## src/rtl/core/fast_nms_box_suppressor_top_defines.svh

```systemverilog
// assertion macros for the box suppressor
`ifndef FAST_NMS_BOX_SUPPRESSOR_TOP_DEFINES_SVH
`define FAST_NMS_BOX_SUPPRESSOR_TOP_DEFINES_SVH

// implication checked on every clock edge outside reset
`define NMS_ASSERT_IMP(label, ante, cons, msg) \
  label: assert property (@(posedge clk) disable iff (rst) (ante) |-> (cons)) else $error(msg);

// implication with the consequent checked in the cycle after the antecedent
`define NMS_ASSERT_NEXT(label, ante, cons, msg) \
  label: assert property (@(posedge clk) disable iff (rst) (ante) |=> (cons)) else $error(msg);

`endif

```

## src/rtl/core/fnms_ram.sv

```systemverilog
module fnms_ram #(
  parameter int Width = 8,
  parameter int Depth = 16
) (
  input  logic                     clk,
  input  logic                     we,
  input  logic [$clog2(Depth)-1:0] waddr,
  input  logic [Width-1:0]         wdata,
  input  logic [$clog2(Depth)-1:0] raddr,
  output logic [Width-1:0]         rdata
);
  logic [Width-1:0] mem [Depth];

  // write port and registered read
  always_ff @(posedge clk) begin
    if (we) begin
      mem[waddr] <= wdata;
    end
    rdata <= mem[raddr];
  end
endmodule

```

## config.mk

```make
export PLATFORM = sky130hd
export DESIGN_NAME = fnms_ram
export DESIGN_NICKNAME = d
export VERILOG_FILES = /design/src/rtl/core/fast_nms_box_suppressor_top_defines.svh /design/src/rtl/core/fnms_ram.sv
export SDC_FILE = /design/constraint.sdc
export NUM_CORES = 1
export LEC_CHECK = 0
export ABC_AREA = 1
export BUFFER_PORTS_ARGS = -buffer_cell sky130_fd_sc_hd__buf_2
export CAP_MARGIN = 30
export CORE_UTILIZATION = 35
export CTS_CLUSTER_DIAMETER = 30
export DETAILED_ROUTE_END_ITERATION = 8
export SLEW_MARGIN = 20
export SYNTH_ARGS = -nofsm -noshare
export SYNTH_HDL_FRONTEND = slang
export SYNTH_SLANG_ARGS = --single-unit
export TNS_END_PERCENT = 10
```

## constraint.sdc

```tcl
create_clock -name clk -period 1.1 [get_ports clk]
set_input_delay 0 -clock clk [delete_from_list [all_inputs] [get_ports clk]]
set_output_delay 0 -clock clk [all_outputs]
set_load 0.05 [all_outputs]
```

==> flow_summary.yaml <==
floorplanning:
  fp.dieW_um: 130.4
  rows: 46
  die_area_um2: 16990
  coreArea_um2: 16000
  ios: 26
  die_h_um: 130.4
  start_util_pct: 36.04
critical_path:
  crit_family: "flip-flops"
  r2r_slack_ps: 60
  path_cells: "buf_2"
  timing.critical_path.buf_inv: 1
  slowest_stage: "dfxtp_1"
  r2r_cells: 6
  path_class: "reg -> out"
  crit_path_end_kind: "output port"
  critPathMaxStageDelay_ps: 360
  cp_max_fo: 1
  critPathArrivalTime_ps: 1060
  crit_required_ps: 1100
  r2r-start: "mem[7][6]$_DFFE_PP_"
  r2r_end: "rdata[6]$_DFF_P_"
  cp-start-kind: "register"
power_and_ir_drop:
  clockPowerShare_pct: 45.4
  power_density_nw_per_um2: 1771
  p_leak_nw: 2.998
  p_switching_mw: 2.725
  pwr-share-comb_pct: 7.2
  ir_worst_vdd_mv: 1.207
  swShare_pct: 22.16
  power.total_mw: 12.30
  seq_power_share_pct: 47.4
  p_int_mw: 9.570
layout:
  fin_util_pct: 43.40
  nNetsFinal: 626
  diodes: 0
  multi_input_area_um2: 1229
  regArea_um2: 4004
  layout.cells.non_filler: 837
  nFillCells: 1556
  syn_to_final_growth_pct: 20.42
  drive_gt1_share_pct: 14.65
global_route:
  antenna_found_initial: 0
  grt_start_max_net_pins: 47
  grt_usage_pct: 17.01
  grt_pass1_wl_um: 20330
  grt_pass1_vias: 3741
  gr-total-overflow: 0
clocking:
  cts.htree.levels: 4
  root_buffer: "clkbuf_16"
  cts_tree: "yes"
  clock_path_buffers: 2
  clock_sinks: 136
  cts.clk_slew.worst_paths_ps: 60
  clock_latency_ps: 420
  cts_buffers: 17
synth:
  synth_area_um2: 5767
  yosys-top-cells-count: "nand2_1, edfxtp_1, inv_1"
  synth.net_count: 569
  async_flop_share_pct: 0
  ys.warnings.count: 0
  netlist-cell-type-count: 12
  avgSynthCellArea_um2: 10.47
  synth_top_area_share_pct: 66.65
  syn_inst: 551
  synth_area_leaders: "edfxtp_1, nand2_1, nand3_1"
  synth.most_common_cell: "nand2_1"
  yosysSeqAreaShare_pct: 69.43
  yosys.area.top_type: "edfxtp_1"
  ys_ff_latch: 136
  synth_edf_count: 128
  synth_ff_type: "edfxtp_1"
timing:
  tightest_slew_ps: 368.2
  fin_hold_ws_ps: 3.529
  slew_viol_final: 0
  clock.fmax_mhz: 947.7
  finalHoldViolCount: 0
  skew_ps: 6.397
  setup_viol: 0
  maxSlewHeadroom_pct: 75.45
  fin_crit_sh_pct: 95.93
  rsz0062_at_grt: "yes"
  min_period_ps: 1055
routing:
  drc: 0
  via_count: 3836
  via_per_inst: 4.583
  antenna_left: 0
  drt_iter0_drc: 357
  routed_wirelength_um: 13000
  wl_per_cell_um: 15.53
  dr.pass1.iters: 5
place:
  hpwl_um: 8155
  dp_cells: 802
  place.gp.congestion: 0.7965
  port_buffers: 25
min_path:
  hold_path_class: "in -> reg"
  hp-start: "wdata[1]"
  hold_depth: 1
  hold_path_end: "mem[10][1]$_DFFE_PP_"
run:
  max_cap_viol_count: 0
run_status:
  outcome: "finished clean"
[area by class of cell]
cell class	count	area share [%]
tap	216	3.892
clock buffer	17	6.126
inverter	102	5.514
clock inverter	15	2.306
sequential	136	57.66
multi-input combinational	289	17.69
timing repair buffer	62	6.811
[per-stage QoR]
step | setup TNS [ps] | setup slack [ps] | area [um^2]
floorplan | 0 | 149.2 | 5767
global placement | 0 | 26.60 | 6314
detailed placement | 0 | 18.72 | 6314
CTS | 0 | 32.23 | 6929
global route | -3.412 | -3.412 | 6944
finish | 0 | 44.78 | 6944
[worst max-delay path by stage]
stage                             start              endpoint  slack, ps  cells past startpoint
floorplan                      waddr[2]  mem[10][0]$_DFFE_PP_        150                      2
global placement               raddr[0]      rdata[4]$_DFF_P_         30                      8
detailed placement             raddr[0]      rdata[2]$_DFF_P_         20                      8
CTS                    rdata[1]$_DFF_P_              rdata[1]         30                      1
global route        mem[1][7]$_DFFE_PP_      rdata[7]$_DFF_P_         -3                      6
finish                 rdata[1]$_DFF_P_              rdata[1]         40                      1
[power groups by stage]
stage / clock [mW] / combinational [mW] / sequential [mW]
2_1_floorplan: 0 / 0.409 / 6.05
3_3_place_gp: 0 / 0.867 / 5.94
3_5_place_dp: 0 / 0.877 / 5.94
4_1_cts: 5.66 / 0.889 / 5.83
5_1_grt: 5.86 / 0.974 / 5.84
6_report: 5.58 / 0.885 / 5.83
[registers in the layout (all words and copies together), names as in the netlist]
register and cells:
mem 128, rdata 8
[per-layer routing]
metal	global-route usage [%]	up-vias	part of all wire (%)
met2	27.97	92	50
met4	9.263	0	2.7
li1	-	1883	-
met5	0	-	0
met3	3.362	20	3.6
met1	21.17	1841	44
[kinds of logic (layout without fill, tap and decap cells)]
family / after synthesis / in the layout / synth area share, %
buf+inv: 126 / 196 / 9.525
flops: 136 / 136 / 69.43
simple gates: 289 / 289 / 21.05
[what timing repair did]
item,CTS,global route
hold buffers,3,0
buffers inserted,0,0
hold endpoints to repair,26,0
resized for setup,0,3
setup endpoints to repair,0,3
[placed cells by master, fill, tap and decap left out]
cell type and n:
buf_12 5, buf_2 25, buf_4 29, bufinv_16 3
clkbuf_16 17, clkinv_1 5, clkinv_2 1, clkinv_4 1
clkinvlp_4 5, dfxtp_1 8, dlygate4sd3_1 3, edfxtp_1 128
inv_1 100, inv_2 2, nand2_1 173, nand3_1 94
nand3_2 3, nand3b_1 2, nor2_1 17
(Power assumes the default switching activity.)
