[config.mk]
export PLATFORM = sky130hd
export DESIGN_NAME = fnms_pair
export DESIGN_NICKNAME = d
export VERILOG_FILES = /design/src/rtl/core/fast_nms_box_suppressor_top_defines.svh /design/src/rtl/core/fnms_pkg.sv /design/src/rtl/core/fnms_pair.sv
export SDC_FILE = /design/constraint.sdc
export NUM_CORES = 2
export LEC_CHECK = 0
export ABC_CLOCK_PERIOD_IN_PS = 9200
export BUFFER_PORTS_ARGS = -buffer_cell sky130_fd_sc_hd__buf_2
export CAP_MARGIN = 20
export CORE_UTILIZATION = 50
export CTS_BUF_LIST = sky130_fd_sc_hd__clkbuf_8
export CTS_CLUSTER_SIZE = 30
export DETAILED_ROUTE_END_ITERATION = 7
export HOLD_SLACK_MARGIN = 0.02
export PLACE_DENSITY_LB_ADDON = 0.1
export SYNTH_ARGS = -nofsm -noshare
export SYNTH_HDL_FRONTEND = slang
export SYNTH_SLANG_ARGS = --single-unit
[constraint.sdc]
create_clock -name clk -period 9.2 [get_ports clk]
set_input_delay 1.84 -clock clk [delete_from_list [all_inputs] [get_ports clk]]
set_output_delay 1.84 -clock clk [all_outputs]
set_load 0.02 [all_outputs]
[src/rtl/core/fast_nms_box_suppressor_top_defines.svh]
// assertion macros for the box suppressor
`ifndef FAST_NMS_BOX_SUPPRESSOR_TOP_DEFINES_SVH
`define FAST_NMS_BOX_SUPPRESSOR_TOP_DEFINES_SVH

// implication checked on every clock edge outside reset
`define NMS_ASSERT_IMP(label, ante, cons, msg) \
  label: assert property (@(posedge clk) disable iff (rst) (ante) |-> (cons)) else $error(msg);

// implication with the consequent checked in the cycle after the antecedent
`define NMS_ASSERT_NEXT(label, ante, cons, msg) \
  label: assert property (@(posedge clk) disable iff (rst) (ante) |=> (cons)) else $error(msg);

`endif

[src/rtl/core/fnms_pkg.sv]
package fnms_pkg;

  localparam int MaxBoxes  = 64;
  localparam int CoordBits = 16;
  localparam int IdxBits   = $clog2(MaxBoxes);
  localparam int CntBits   = $clog2(MaxBoxes + 1);
  localparam int BoxBits   = 4 * CoordBits;
  // overlap at twice scale, one bit of headroom
  localparam int OvBits    = CoordBits + 2;
  localparam int AreaBits  = 2 * OvBits;
  localparam int UniBits   = AreaBits + 1;
  localparam int ThrBits   = 16;
  localparam logic [ThrBits-1:0] ThrReset = 16'd29491;

  typedef enum logic [1:0] {
    ST_IDLE,
    ST_SCAN,
    ST_DRAIN,
    ST_DONE
  } state_t;

  typedef struct packed {
    logic [CoordBits-1:0] cx;
    logic [CoordBits-1:0] cy;
    logic [CoordBits-1:0] sx;
    logic [CoordBits-1:0] sy;
  } box_t;

  // pipeline control between sequencer and pair unit
  typedef struct packed {
    logic valid;
  } pair_ctl_t;

endpackage

[src/rtl/core/fnms_pair.sv]
module fnms_pair (
  input  logic                          clk,
  input  logic                          rst,
  input  fnms_pkg::pair_ctl_t           ctl,
  input  fnms_pkg::box_t                a,
  input  fnms_pkg::box_t                b,
  input  logic [fnms_pkg::ThrBits-1:0]  thr,
  output logic                          hit_valid,
  output logic                          hit
);
  localparam int Ov = fnms_pkg::OvBits;
  localparam int Ar = fnms_pkg::AreaBits;
  localparam int Un = fnms_pkg::UniBits;
  localparam int Lh = Un + 16;

  logic [Ov-1:0] ovx, ovy, s2ax, s2ay, s2bx, s2by;
  logic [Ov-1:0] ovx_q, ovy_q, sax_q, say_q, sbx_q, sby_q;
  logic [Ar-1:0] inter_q, area_a_q, area_b_q;
  logic [Un-1:0] uni;
  logic [Un-1:0] uni_q;
  logic [Ar-1:0] inter_q2;
  logic [Lh-1:0] rhs_q;
  logic [Ar-1:0] inter_q3;
  logic          zero_q;
  logic [3:0]    vld;

  // overlap on one axis at twice scale
  function automatic logic [Ov-1:0] ov2(
    input logic [fnms_pkg::CoordBits-1:0] ca, sa, cb, sb
  );
    logic signed [Ov+1:0] la, ha, lb, hb, top, bot;
    la = $signed({2'b00, ca, 1'b0}) - $signed({3'b000, sa});
    ha = $signed({2'b00, ca, 1'b0}) + $signed({3'b000, sa});
    lb = $signed({2'b00, cb, 1'b0}) - $signed({3'b000, sb});
    hb = $signed({2'b00, cb, 1'b0}) + $signed({3'b000, sb});
    top = (ha < hb) ? ha : hb;
    bot = (la > lb) ? la : lb;
    ov2 = (top > bot) ? Ov'(top - bot) : '0;
  endfunction

  // stage 0: overlaps and doubled spans
  assign ovx  = ov2(a.cx, a.sx, b.cx, b.sx);
  assign ovy  = ov2(a.cy, a.sy, b.cy, b.sy);
  assign s2ax = {1'b0, a.sx, 1'b0};
  assign s2ay = {1'b0, a.sy, 1'b0};
  assign s2bx = {1'b0, b.sx, 1'b0};
  assign s2by = {1'b0, b.sy, 1'b0};

  always_ff @(posedge clk) begin
    ovx_q <= ovx;
    ovy_q <= ovy;
    sax_q <= s2ax;
    say_q <= s2ay;
    sbx_q <= s2bx;
    sby_q <= s2by;
    // stage 1: three products
    inter_q  <= ovx_q * ovy_q;
    area_a_q <= sax_q * say_q;
    area_b_q <= sbx_q * sby_q;
    // stage 2: union
    uni_q    <= uni;
    inter_q2 <= inter_q;
    // stage 3: threshold product
    rhs_q    <= Lh'(uni_q) * Lh'(thr);
    inter_q3 <= inter_q2;
    zero_q   <= (uni_q == '0);
  end

  assign uni = Un'(area_a_q) + Un'(area_b_q) - Un'(inter_q);

  // valid pipe
  always_ff @(posedge clk) begin
    if (rst) begin
      vld <= '0;
    end else begin
      vld <= {vld[2:0], ctl.valid};
    end
  end

  assign hit_valid = vld[3];
  assign hit = !zero_q && !({Lh'(inter_q3), 16'h0000} < {16'h0000, rhs_q});
endmodule

==> metrics.md <==
| Metric | Value |
|---|---|
| Setup tns final | 0 ns |
| Final setup vio count | 0 |
| Worst setup EP type | register |
| Met2 wire length | 83,400 µm |
| GP Congestion | 0.924 |
| WL final | 176,000 µm |
| Worst path required time | 9.77 ns |
| Top Metal Used | met5 |
| IO Count | 149 |
| Synthesized area per cell | 8.73 µm² |
| Most common cell after layout, fill and taps aside | inv_1 |
| EDFF count, synth | 0 |
| Post-CTS setup buffer count | 0 |
| Hold buffers post-CTS | 0 |
| Area growth, synth to finish | 5.90% |
| Pin count of the biggest net entering global routing | 38 |
| Final period utilization | 95.3% |
| Wire per inst | 18.7 µm |
| Post-Syn Area | 0.0662 mm² |
| Mapped Cells | 7,588 |
| Worst Tran Pin Value | 1.12 ns |
| Utilization after layout | 53.4% |
| Row count | 133 |
| CTS sink count | 366 |
| Port Buf Inserts | 148 |
| Wl on met1 | 77,200 µm |
| CTS Buf Count | 66 |
| CP Launch Type | input pin |
| Post-route DRC | 0 |
| Vias in the first global route | 52,800 |
| Clock Pin Slew Worst Setup and Hold Paths | 0.06 ns |
| Slew Viols, Final | 0 |
| Setup WS post-layout | 0.437 ns |
| DR pass1 iterations | 7 |
| Crit Path Category | input pin to register |
| Core area | 0.131 mm² |
| Place WS | -0.239 ns |
| Crit path DAT | 9.33 ns |
| Fmax | 114 MHz |
| Clk_lat worst skew | 0.71 ns |
| Synth async-reset ratio | 0% |
| H-Tree Depth | 3 |
| Max-cap viol count | 0 |
| Post-CTS sizing | 0 |
| Initial Utilization | 50.4% |
| Clock Tree Root | clkbuf_8 |
| Overall routing resource usage | 27.0% |
| Die H | 366 µm |
| Grt ovf | 0 |
| Unrepaired setup endpoints after global routing | false |
| DR WL met3 | 8560 µm |
| Hold violation count in the final report | 0 |
| Total number of yosys warnings | 0 |
| Outcome | finished clean |
| Sequential-to-total area share from yosys stat | 11.1% |
| Vias per std cell | 5.27 |
| Hold/Removal Path Class | register to register |
| Commonest non-fill, non-tap cells in the layout | inv_1, fa_1, nand2_1 |
| Hold depth | 0 |
| Worst Reg2Reg Path Length in Cells | 21 |
| Syn Nets | 9,646 |
| Synth unique cells | 76 |
| Vias | 49,600 |
| Die area | 0.134 mm² |
| Crit-path max FO | 5 |
| Slowest CP cell | o41ai_1 |
| Most used cell, CP | a21oi_1 |
| First-pass GRT wire length | 288,000 µm |
| Skew final | 0.0595 ns |
| 1st-iter DRT viols | 2,459 |
| CTS tree | built |
| DIE WIDTH | 366 µm |
| Clk buf depth | 3 |
| Share of layout cells above drive strength 1 | 4.80% |
| Initial antenna violation count | 12 |
| Rel. slew slack | 25.1% |
| Post-route minimum period | 8.76 ns |
| Largest stage delay, worst path | 0.51 ns |
| Antenna viol nets, final | 0 |
| NumNets Final | 9,654 |
| Synth Flop Type | dfxtp_1 |
| DP HPWL | 145,000 µm |
| Flops & latches, synth | 366 |
## cells by family (layout without fill, tap and decap cells)
group	after synthesis	in the layout	share of synthesized area [%]
DFF	366	366	11.1
and+or+nand+nor	2141	2141	15.3
buffers and inverters	1942	2000	11.0
muxes	60	60	0.931
xor gates and xnor gates	280	280	3.70
AOI/OAI and AO/OA	888	888	8.55
other	0	5	0
adders and majority gates	1911	1911	49.4
## critical path: cells and delay by family
kind	cells	cell delay (ns)
compound gates	18	4.18
mux	2	0.79
fa+ha+maj	4	1.13
xor+xnor	1	0.16
buf+inv	2	0.17
simple gates	7	1.04
## cells in the mapped netlist, types with 26 or more instances
cell | count | area, µm²
o21ai_0 | 158 | 791
and3_1 | 27 | 169
nor2b_1 | 57 | 357
dfxtp_1 | 366 | 7330
inv_1 | 1663 | 6240
nand2b_1 | 41 | 257
and2_1 | 514 | 3220
fa_1 | 1174 | 23500
a31oi_1 | 35 | 219
o211ai_1 | 26 | 195
a211oi_1 | 27 | 203
nor3_1 | 63 | 315
mux2i_1 | 51 | 510
xnor2_1 | 218 | 1910
nand2_1 | 1058 | 3970
nor2_1 | 210 | 788
a21o_1 | 123 | 923
ha_1 | 737 | 9220
o21a_1 | 41 | 308
a21oi_1 | 287 | 1440
nand4_1 | 34 | 213
clkbuf_1 | 261 | 980
o21bai_1 | 47 | 353
xor2_1 | 62 | 543
nand3_1 | 54 | 270
## per-layer routing
layer  up-vias  track usage (%)
met5         -                0
met4         8             9.91
met3       273             2.69
met2      1297             45.8
met1     24800             35.9
li1      23200                -
## worst paths after layout
kind | from | end | slack [ns]
max | a[2] | ovy_q[14]$_SDFF_PP0_ | 0.44
min reg2reg | inter_q2[6]$_DFF_P_ | inter_q3[6]$_DFF_P_ | 0.32
min | inter_q2[6]$_DFF_P_ | inter_q3[6]$_DFF_P_ | 0.32
max reg2reg | uni_q[20]$_DFF_P_ | rhs_q[52]$_DFF_P_ | 1.55
## metrics by stage
step                std cells  hold WS, ns  area (µm²)
CTS                      9401        0.325       70100
detailed placement       9283        0.312       68700
finish                   9406        0.323       70200
global placement         9283        0.310       68700
floorplan                7588        0.310       66200
global route             9403        0.329       70100
## registers in the layout, summed over array words and instances (netlist names)
register,cells
sax_q,16
sbx_q,16
say_q,16
rhs_q,53
sby_q,16
inter_q3,36
area_a_q,32
ovy_q,18
uni_q,36
ovx_q,18
area_b_q,32
inter_q2,36
inter_q,36
zero_q,1
vld,4
## area by class of cell
cell class	instances	area, µm²
fillers	12300	61300
multi-input cells	5280	51600
flip-flops and latches	366	7330
inverters	1663	6240
well taps	1755	2200
repair buffers	219	1290
clock buffers	78	1070
clock inverters	40	380
diodes	5	12.5
Power is left out: the tool's default activity adds up to more than one toggle a clock period on the data nets, which glitch-free logic cannot reach.
